`src/brpr_pkg.sv`:
```
// types and constants for the bf16 rotary pair rotate block
`timescale 1ns / 1ps
`default_nettype none
package brpr_pkg;

  localparam int Latency = 6;
  localparam logic [15:0] QnanBf16 = 16'h7FC0;
  localparam logic [30:0] InfMag = 31'h7F800000;

  typedef enum logic [1:0] {
    CLS_ZERO,
    CLS_FIN,
    CLS_INF,
    CLS_NAN
  } cls_t;

  typedef struct packed {
    cls_t               cls;
    logic               sign;
    logic [15:0]        m;
    logic signed [11:0] e;
  } term_t;

  typedef struct packed {
    term_t x;
    term_t y;
  } s1_t;

  typedef struct packed {
    logic               spec;
    logic               nan;
    logic [31:0]        fbits;
    logic               sub;
    logic               sx;
    logic               sy;
    logic [55:0]        a;
    logic [55:0]        b;
    logic signed [11:0] u;
  } s2_t;

  typedef struct packed {
    logic               spec;
    logic               nan;
    logic [31:0]        fbits;
    logic               sign;
    logic [56:0]        m;
    logic signed [11:0] u;
  } s3_t;

  typedef struct packed {
    logic               spec;
    logic               nan;
    logic [31:0]        fbits;
    logic               sign;
    logic [56:0]        m;
    logic signed [11:0] u;
    logic [5:0]         lz;
  } s4_t;

  typedef struct packed {
    logic               spec;
    logic               nan;
    logic [31:0]        fbits;
    logic               sign;
    logic [56:0]        mn;
    logic signed [11:0] lead;
  } s5_t;

endpackage
`default_nettype wire

```
`src/bf16_rotary_pair_rotate_top.sv`:
```
// top level: bf16 rotary pair rotation, six-stage pipeline
`timescale 1ns / 1ps
`default_nettype none
// Takes one request per cycle while start is high and busy is low (busy is
// high only in reset). Each request gives one result, shown for one cycle
// with done high; the receiver cannot stall, so the pipeline never holds.
// Stages: decode and 8x8 products, operand swap and alignment, wide add,
// leading-zero count, normalize, round to fp32 then bf16. The user sets
// conj_mode through cfg_we / cfg_data while no request is in flight (not enforced).
module bf16_rotary_pair_rotate_top (
  input  wire logic        clk,
  input  wire logic        rst,
  input  wire logic        start,
  output logic             busy,
  input  wire logic [15:0] first_elem,
  input  wire logic [15:0] second_elem,
  input  wire logic [15:0] cos_val,
  input  wire logic [15:0] sin_val,
  input  wire logic        cfg_we,
  input  wire logic        cfg_data,
  output logic             done,
  output logic [15:0]      first_out,
  output logic [15:0]      second_out
);

  function automatic brpr_pkg::term_t dec(logic [15:0] h);
    brpr_pkg::term_t t;
    logic [7:0] ex;
    logic [6:0] fr;
    logic [2:0] sh;
    ex = h[14:7];
    fr = h[6:0];
    sh = 3'd0;
    t.sign = h[15];
    t.m = '0;
    t.e = '0;
    t.cls = brpr_pkg::CLS_FIN;
    if (ex == 8'hFF) begin
      t.cls = (fr != 7'd0) ? brpr_pkg::CLS_NAN : brpr_pkg::CLS_INF;
    end else if (ex == 8'd0) begin
      if (fr == 7'd0) begin
        t.cls = brpr_pkg::CLS_ZERO;
      end else begin
        for (int i = 0; i < 7; i++) begin
          if (fr[i]) sh = 3'(7 - i);
        end
        t.m = {8'd0, 8'({1'b0, fr} << sh)};
        t.e = -12'sd133 - $signed({9'd0, sh});
      end
    end else begin
      t.m = {8'd0, 1'b1, fr};
      t.e = $signed({4'd0, ex}) - 12'sd134;
    end
    return t;
  endfunction

  function automatic brpr_pkg::term_t tmul(brpr_pkg::term_t x, brpr_pkg::term_t y);
    brpr_pkg::term_t t;
    t.sign = x.sign ^ y.sign;
    t.m = '0;
    t.e = '0;
    if (x.cls == brpr_pkg::CLS_NAN || y.cls == brpr_pkg::CLS_NAN) begin
      t.cls = brpr_pkg::CLS_NAN;
    end else if ((x.cls == brpr_pkg::CLS_INF && y.cls == brpr_pkg::CLS_ZERO) ||
                 (x.cls == brpr_pkg::CLS_ZERO && y.cls == brpr_pkg::CLS_INF)) begin
      t.cls = brpr_pkg::CLS_NAN;
    end else if (x.cls == brpr_pkg::CLS_INF || y.cls == brpr_pkg::CLS_INF) begin
      t.cls = brpr_pkg::CLS_INF;
    end else if (x.cls == brpr_pkg::CLS_ZERO || y.cls == brpr_pkg::CLS_ZERO) begin
      t.cls = brpr_pkg::CLS_ZERO;
    end else begin
      t.cls = brpr_pkg::CLS_FIN;
      t.m = 16'(x.m[7:0] * y.m[7:0]);
      t.e = x.e + y.e;
    end
    return t;
  endfunction

  function automatic brpr_pkg::s2_t align(brpr_pkg::term_t x0, brpr_pkg::term_t y0);
    brpr_pkg::s2_t r;
    brpr_pkg::term_t x;
    brpr_pkg::term_t y;
    logic bzero;
    logic [11:0] d;
    logic [11:0] sh;
    r = '0;
    x = x0;
    y = y0;
    bzero = 1'b0;
    d = '0;
    sh = '0;
    if (x0.cls == brpr_pkg::CLS_NAN || y0.cls == brpr_pkg::CLS_NAN) begin
      r.spec = 1'b1;
      r.nan = 1'b1;
    end else if (x0.cls == brpr_pkg::CLS_INF && y0.cls == brpr_pkg::CLS_INF) begin
      r.spec = 1'b1;
      r.nan = x0.sign != y0.sign;
      r.fbits = {x0.sign, brpr_pkg::InfMag};
    end else if (x0.cls == brpr_pkg::CLS_INF) begin
      r.spec = 1'b1;
      r.fbits = {x0.sign, brpr_pkg::InfMag};
    end else if (y0.cls == brpr_pkg::CLS_INF) begin
      r.spec = 1'b1;
      r.fbits = {y0.sign, brpr_pkg::InfMag};
    end else if (x0.cls == brpr_pkg::CLS_ZERO && y0.cls == brpr_pkg::CLS_ZERO) begin
      r.spec = 1'b1;
      r.fbits = {x0.sign & y0.sign, 31'd0};
    end else begin
      if (y0.cls == brpr_pkg::CLS_ZERO) begin
        bzero = 1'b1;
      end else if (x0.cls == brpr_pkg::CLS_ZERO) begin
        x = y0;
        y = x0;
        bzero = 1'b1;
      end else if (y0.e > x0.e) begin
        x = y0;
        y = x0;
      end
      d = 12'(x.e - y.e);
      r.a = {x.m, 40'd0};
      if (bzero) begin
        r.b = '0;
      end else if (d <= 12'd40) begin
        r.b = 56'(y.m) << 6'(12'd40 - d);
      end else begin
        sh = d - 12'd40;
        if (sh >= 12'd16) begin
          r.b = 56'd1;
        end else begin
          r.b = 56'(y.m >> sh[3:0]) |
                56'(|(16'(y.m << (5'd16 - {1'b0, sh[3:0]}))));
        end
      end
      r.sub = x.sign ^ y.sign;
      r.sx = x.sign;
      r.sy = y.sign;
      r.u = x.e - 12'sd40;
    end
    return r;
  endfunction

  function automatic brpr_pkg::s3_t addsub(brpr_pkg::s2_t p);
    brpr_pkg::s3_t r;
    r.spec = p.spec;
    r.nan = p.nan;
    r.fbits = p.fbits;
    r.u = p.u;
    if (!p.sub) begin
      r.m = {1'b0, p.a} + {1'b0, p.b};
      r.sign = p.sx;
    end else if (p.a >= p.b) begin
      r.m = {1'b0, p.a - p.b};
      r.sign = p.sx;
    end else begin
      r.m = {1'b0, p.b - p.a};
      r.sign = p.sy;
    end
    if (!p.spec && r.m == 57'd0) begin
      r.spec = 1'b1;
      r.nan = 1'b0;
      r.fbits = '0;
    end
    return r;
  endfunction

  function automatic logic [5:0] lzc(logic [56:0] m);
    logic [5:0] z;
    z = 6'd0;
    for (int i = 0; i < 57; i++) begin
      if (m[i]) z = 6'(56 - i);
    end
    return z;
  endfunction

  function automatic logic [15:0] rnd(brpr_pkg::s5_t p);
    logic [31:0] f;
    logic [32:0] fr;
    logic signed [11:0] k;
    logic signed [11:0] q;
    logic signed [11:0] biased;
    logic [5:0] sh;
    logic [24:0] mant;
    logic guard;
    logic sticky;
    logic [15:0] res;
    f = '0;
    k = '0;
    q = '0;
    biased = '0;
    sh = '0;
    mant = '0;
    guard = 1'b0;
    sticky = 1'b0;
    if (p.spec) begin
      f = p.fbits;
    end else if (p.lead > 12'sd127) begin
      f = {p.sign, brpr_pkg::InfMag};
    end else begin
      if (p.lead < -12'sd126) begin
        k = p.lead + 12'sd150;
        q = -12'sd149;
      end else begin
        k = 12'sd24;
        q = p.lead - 12'sd23;
      end
      if (k < 12'sd0) begin
        f = {p.sign, 31'd0};
      end else begin
        sh = 6'(12'sd57 - k);
        mant = 25'(p.mn >> sh);
        guard = p.mn[sh - 6'd1];
        sticky = |(57'(p.mn << (6'd58 - sh)));
        if (guard && (sticky || mant[0])) mant = mant + 25'd1;
        if (mant[24]) begin
          mant = mant >> 1;
          q = q + 12'sd1;
        end
        if (mant[23]) begin
          biased = q + 12'sd150;
          if (biased >= 12'sd255) begin
            f = {p.sign, brpr_pkg::InfMag};
          end else begin
            f = {p.sign, biased[7:0], mant[22:0]};
          end
        end else begin
          f = {p.sign, 8'd0, mant[22:0]};
        end
      end
    end
    if (p.nan || (f[30:23] == 8'hFF && f[22:0] != 23'd0)) begin
      res = brpr_pkg::QnanBf16;
    end else begin
      fr = {1'b0, f} + 33'h7FFF + {32'd0, f[16]};
      res = fr[31:16];
    end
    return res;
  endfunction

  logic conj_mode;
  logic [brpr_pkg::Latency-2:0] vld;
  brpr_pkg::s1_t s1 [2];
  brpr_pkg::s2_t s2 [2];
  brpr_pkg::s3_t s3 [2];
  brpr_pkg::s4_t s4 [2];
  brpr_pkg::s5_t s5 [2];
  brpr_pkg::s1_t s1_next [2];
  brpr_pkg::term_t a_co, c_si, a_si, c_co, c_si_n, a_si_n;

  assign busy = rst;

  always_comb begin
    a_co = tmul(dec(first_elem), dec(cos_val));
    c_si = tmul(dec(second_elem), dec(sin_val));
    a_si = tmul(dec(first_elem), dec(sin_val));
    c_co = tmul(dec(second_elem), dec(cos_val));
    c_si_n = c_si;
    c_si_n.sign = ~c_si.sign;
    a_si_n = a_si;
    a_si_n.sign = ~a_si.sign;
    if (conj_mode) begin
      s1_next[0] = '{x: a_co, y: c_si};
      s1_next[1] = '{x: c_co, y: a_si_n};
    end else begin
      s1_next[0] = '{x: a_co, y: c_si_n};
      s1_next[1] = '{x: a_si, y: c_co};
    end
  end

  always_ff @(posedge clk) begin
    if (rst) begin
      conj_mode <= 1'b0;
      vld <= '0;
      done <= 1'b0;
    end else begin
      if (cfg_we) conj_mode <= cfg_data;
      vld <= {vld[brpr_pkg::Latency-3:0], start & ~busy};
      done <= vld[brpr_pkg::Latency-2];
    end
  end

  always_ff @(posedge clk) begin
    for (int l = 0; l < 2; l++) begin
      s1[l] <= s1_next[l];
      s2[l] <= align(s1[l].x, s1[l].y);
      s3[l] <= addsub(s2[l]);
      s4[l] <= '{spec: s3[l].spec, nan: s3[l].nan, fbits: s3[l].fbits,
                 sign: s3[l].sign, m: s3[l].m, u: s3[l].u, lz: lzc(s3[l].m)};
      s5[l] <= '{spec: s4[l].spec, nan: s4[l].nan, fbits: s4[l].fbits,
                 sign: s4[l].sign, mn: s4[l].m << s4[l].lz,
                 lead: s4[l].u + 12'sd56 - $signed({6'd0, s4[l].lz})};
    end
    first_out <= rnd(s5[0]);
    second_out <= rnd(s5[1]);
  end

endmodule
`default_nettype wire

```
`config.mk`:
```
export PLATFORM = sky130hd
export DESIGN_NAME = bf16_rotary_pair_rotate_top
export DESIGN_NICKNAME = d
export VERILOG_FILES = /design/src/brpr_pkg.sv /design/src/bf16_rotary_pair_rotate_top.sv
export SDC_FILE = /design/constraint.sdc
export NUM_CORES = 2
export LEC_CHECK = 0
export ABC_CLOCK_PERIOD_IN_PS = 9020
export BUFFER_PORTS_ARGS = -buffer_cell sky130_fd_sc_hd__buf_2
export CELL_PAD_IN_SITES_DETAIL_PLACEMENT = 1
export CELL_PAD_IN_SITES_GLOBAL_PLACEMENT = 2
export CORE_MARGIN = 4
export CORE_UTILIZATION = 36
export CTS_BUF_LIST = sky130_fd_sc_hd__clkbuf_8
export CTS_CLUSTER_DIAMETER = 80
export DETAILED_ROUTE_END_ITERATION = 10
export GPL_TIMING_DRIVEN = 0
export PLACE_DENSITY_LB_ADDON = 0.1
export SKIP_CTS_REPAIR_TIMING = 1
export SLEW_MARGIN = 40
export SYNTH_ARGS = -nofsm -noshare
export SYNTH_HDL_FRONTEND = slang
export SYNTH_SLANG_ARGS = --single-unit
```
`constraint.sdc`:
```
create_clock -name clk -period 9.02 [get_ports clk]
set_input_delay 0.451 -clock clk [delete_from_list [all_inputs] [get_ports clk]]
set_output_delay 0.451 -clock clk [all_outputs]
set_load 0.005 [all_outputs]
```
==> results.json <==
{
  "drt_wl_total_mm": 331,
  "async_reset_ff_frac": 0,
  "yosys_warnings": 0,
  "synthTopCellsByArea": "dfxtp_1 22%, nand2_1 6.5%, ha_1 6.5%, mux2i_1 6.4%, mux4_2 6.1%",
  "drv_slew": 0,
  "multi_input_area_um2": 52800,
  "hold_start": "second_elem[15]",
  "drt-pass1-iter-count": 5,
  "r2r_start": "s5[0][104]$_DFF_P_",
  "synthToLayoutAreaGrowth_pct": 12.9,
  "synthDominantCellAreaShare": 0.223,
  "synth_compound_area_frac": 0.198,
  "grt_pass1_vias": 74778,
  "ys_seq_elements": 801,
  "n_fill_cell": 24111,
  "rows": 163,
  "die_h_um": 455,
  "yosys.cell_count.top_type": "nand2_1",
  "crit_required_ns": 9.77,
  "hold_violations": 0,
  "synth_ff_type": "dfxtp_1",
  "hold_class": "in2reg",
  "synth_top_area_cell": "dfxtp_1",
  "slew_headroom": 0.372,
  "period_share": 0.983,
  "via_count": 73341,
  "grt_max_degree": 17,
  "crit_type": "reg2reg",
  "coreArea_um2": 198000,
  "cts_buffer_depth": 3,
  "insertion_delay_ns": 0.89,
  "avgSynthCellArea_um2": 7.80,
  "status": "complete, no violations",
  "yosys.area_share.simple": 0.222,
  "antenna_found_initial": 8,
  "fp.dieArea_um2": 207000,
  "synth_xor_area_frac": 0.0444,
  "grt_util_all_layers": 0.310,
  "synth_edf_count": 0,
  "ys_top_cells_by_count": "1247 x nand2_1, 879 x nor2_1, 801 x dfxtp_1, 598 x a21oi_1, 530 x inv_1",
  "drc": 0,
  "r2r_end": "second_out[1]$_SDFF_PP0_",
  "synth_top_family_by_area": "simple AND/OR/NAND/NOR gates",
  "syn_nets": 9806,
  "ys_types": 116,
  "finalSetupViolations": 0,
  "initial_utilization": 0.363,
  "cp_slowest_cell": "or4bb_1",
  "seq_area_um2": 16000,
  "cts_inserted_buffers": 140,
  "drive_above_1_share": 0.123,
  "pin_count": 103,
  "cts_tree": "built",
  "grt_pass1_wl_mm": 492,
  "syn_inst": 9211,
  "ant_nets": 0,
  "muxShareOfSynthArea": 0.143,
  "end_kind": "flop",
  "globalRouteOverflowTotal": 0,
  "crit_arrival_ns": 9.62,
  "syn_area_um2": 71800,
  "cp_top_family": "simple AND/OR/NAND/NOR gates",
  "finalCriticalPeriod_ns": 8.87,
  "avgRoutedWirePerCell_um": 27.0,
  "die_w_um": 455,
  "clk_pin_slew_ns": 0.06,
  "maxCapViolCount": 0,
  "gp_congestion": 0.990,
  "critPathBufInv": 13,
  "htree_levels": 4,
  "clock-sinks": 801,
  "crit_top_cell": "buf_6",
  "critPathMaxStageDelay_ns": 0.55,
  "dp_hpwl_mm": 269,
  "whs_ns": 0.108,
  "cts_root_buf": "clkbuf_8",
  "rr_worst_depth": 39,
  "synthAdderAreaFrac": 0.108,
  "max_clock_freq_mhz": 113,
  "nets": 10107,
  "start_kind": "flop",
  "drt-initial-drc-count": 5582,
  "vias_per_cell": 5.98,
  "worstMarginPinSlew_ns": 0.933,
  "crit_fanout": 10,
  "fin_util": 0.410,
  "io_buffer_count": 88,
  "whs_endpoint": "s1[0][28]$_DFF_P_",
  "clock_skew_ns": 0.0561,
  "ys_seq_area_frac": 0.223,
  "min_path_cells": 3,
  "rrSetupSlack_ns": 0.15
}
## flip-flops by register name (all words and copies together), names as in the netlist
name / cells
s5: 148
s3: 148
s1: 124
conj_mode: 1
first_out: 16
done: 1
s4: 160
s2: 182
vld: 5
second_out: 16
## cells in the final DEF (no fill, tap or decap), drive strengths merged, types with 96 or more instances in the layout
cell	n
nor2	882
mux2	112
buf	321
o21ai	451
xnor2	263
a21o	101
a21oi	598
a211oi	119
fa	154
nor4	149
clkbuf	593
dfxtp	801
nand2	1248
mux2i	460
ha	372
or3	96
nor3	245
inv	575
and3	97
o21bai	96
mux4	195
nand3	245
o22ai	98
a31oi	124
## worst reg2reg max path: cells and delay by family, from the launching register on
family	cells	cell delay (ns)
flip-flops	1	0.35
AND/OR/NAND/NOR	11	2.67
XOR/XNOR	3	0.60
multiplexers	3	0.68
AO/OA/AOI/OAI	7	1.90
adder cells (fa/ha/maj)	2	0.39
buffers and inverters	13	2.17
## through the flow
stage / instance area, um2 / worst slack, ns / std cells / setup TNS, ns
2_1_floorplan: 71800 / 0.330 / 9211 / 0
3_3_place_gp: 75600 / -3.97 / 11939 / -183.93
3_5_place_dp: 75900 / -4.16 / 11943 / -147.65
4_1_cts: 78900 / -4.19 / 12189 / -153.37
5_1_grt: 81100 / -0.151 / 12258 / -1.67
6_report: 81100 / 0.153 / 12263 / 0
## worst max path at each step
stage | from | endpoint | slack, ns | cells after the start
2_1_floorplan | s5[0][104]$_DFF_P_ | second_out[15]$_SDFF_PP0_ | 0.33 | 40
3_3_place_gp | s5[0][7]$_DFF_P_ | first_out[8]$_SDFF_PP1_ | -3.97 | 35
3_5_place_dp | s5[0][7]$_DFF_P_ | first_out[8]$_SDFF_PP1_ | -4.16 | 35
4_1_cts | s5[0][7]$_DFF_P_ | first_out[8]$_SDFF_PP1_ | -4.19 | 35
5_1_grt | s5[0][105]$_DFF_P_ | second_out[1]$_SDFF_PP0_ | -0.15 | 40
6_report | s5[0][104]$_DFF_P_ | second_out[1]$_SDFF_PP0_ | 0.15 | 39
## layout make-up
class	instances	share of cell area
Inverter	542	0.0252
Multi-Input combinational cell	7273	0.651
Sequential cell	801	0.198
Clock inverter	78	0.00874
Buffer	582	0.0342
Clock buffer	168	0.0285
Timing Repair Buffer	172	0.0139
Tap cell	2640	0.0407
Antenna cell	7	0.000216
## layer usage
metal / vias up / track usage / wire (um)
met4: 5 / 0.120 / 14000
met2: 2501 / 0.510 / 152000
met1: 36527 / 0.411 / 146000
li1: 33672 / - / -
met3: 636 / 0.0458 / 18700
met5: - / 0 / 107
## logic make-up (layout without fill, tap and decap cells)
group	after synthesis	after routing
simple gates	3431	3431
other cells	0	7
compound gates	2195	2195
fa+ha+maj	526	526
buf+inv	1137	1542
flops	801	801
xor+xnor	354	354
mux	767	767
Power is not shown: default switching activity piles up to over one toggle a cycle in this logic, so the estimate is an artifact.
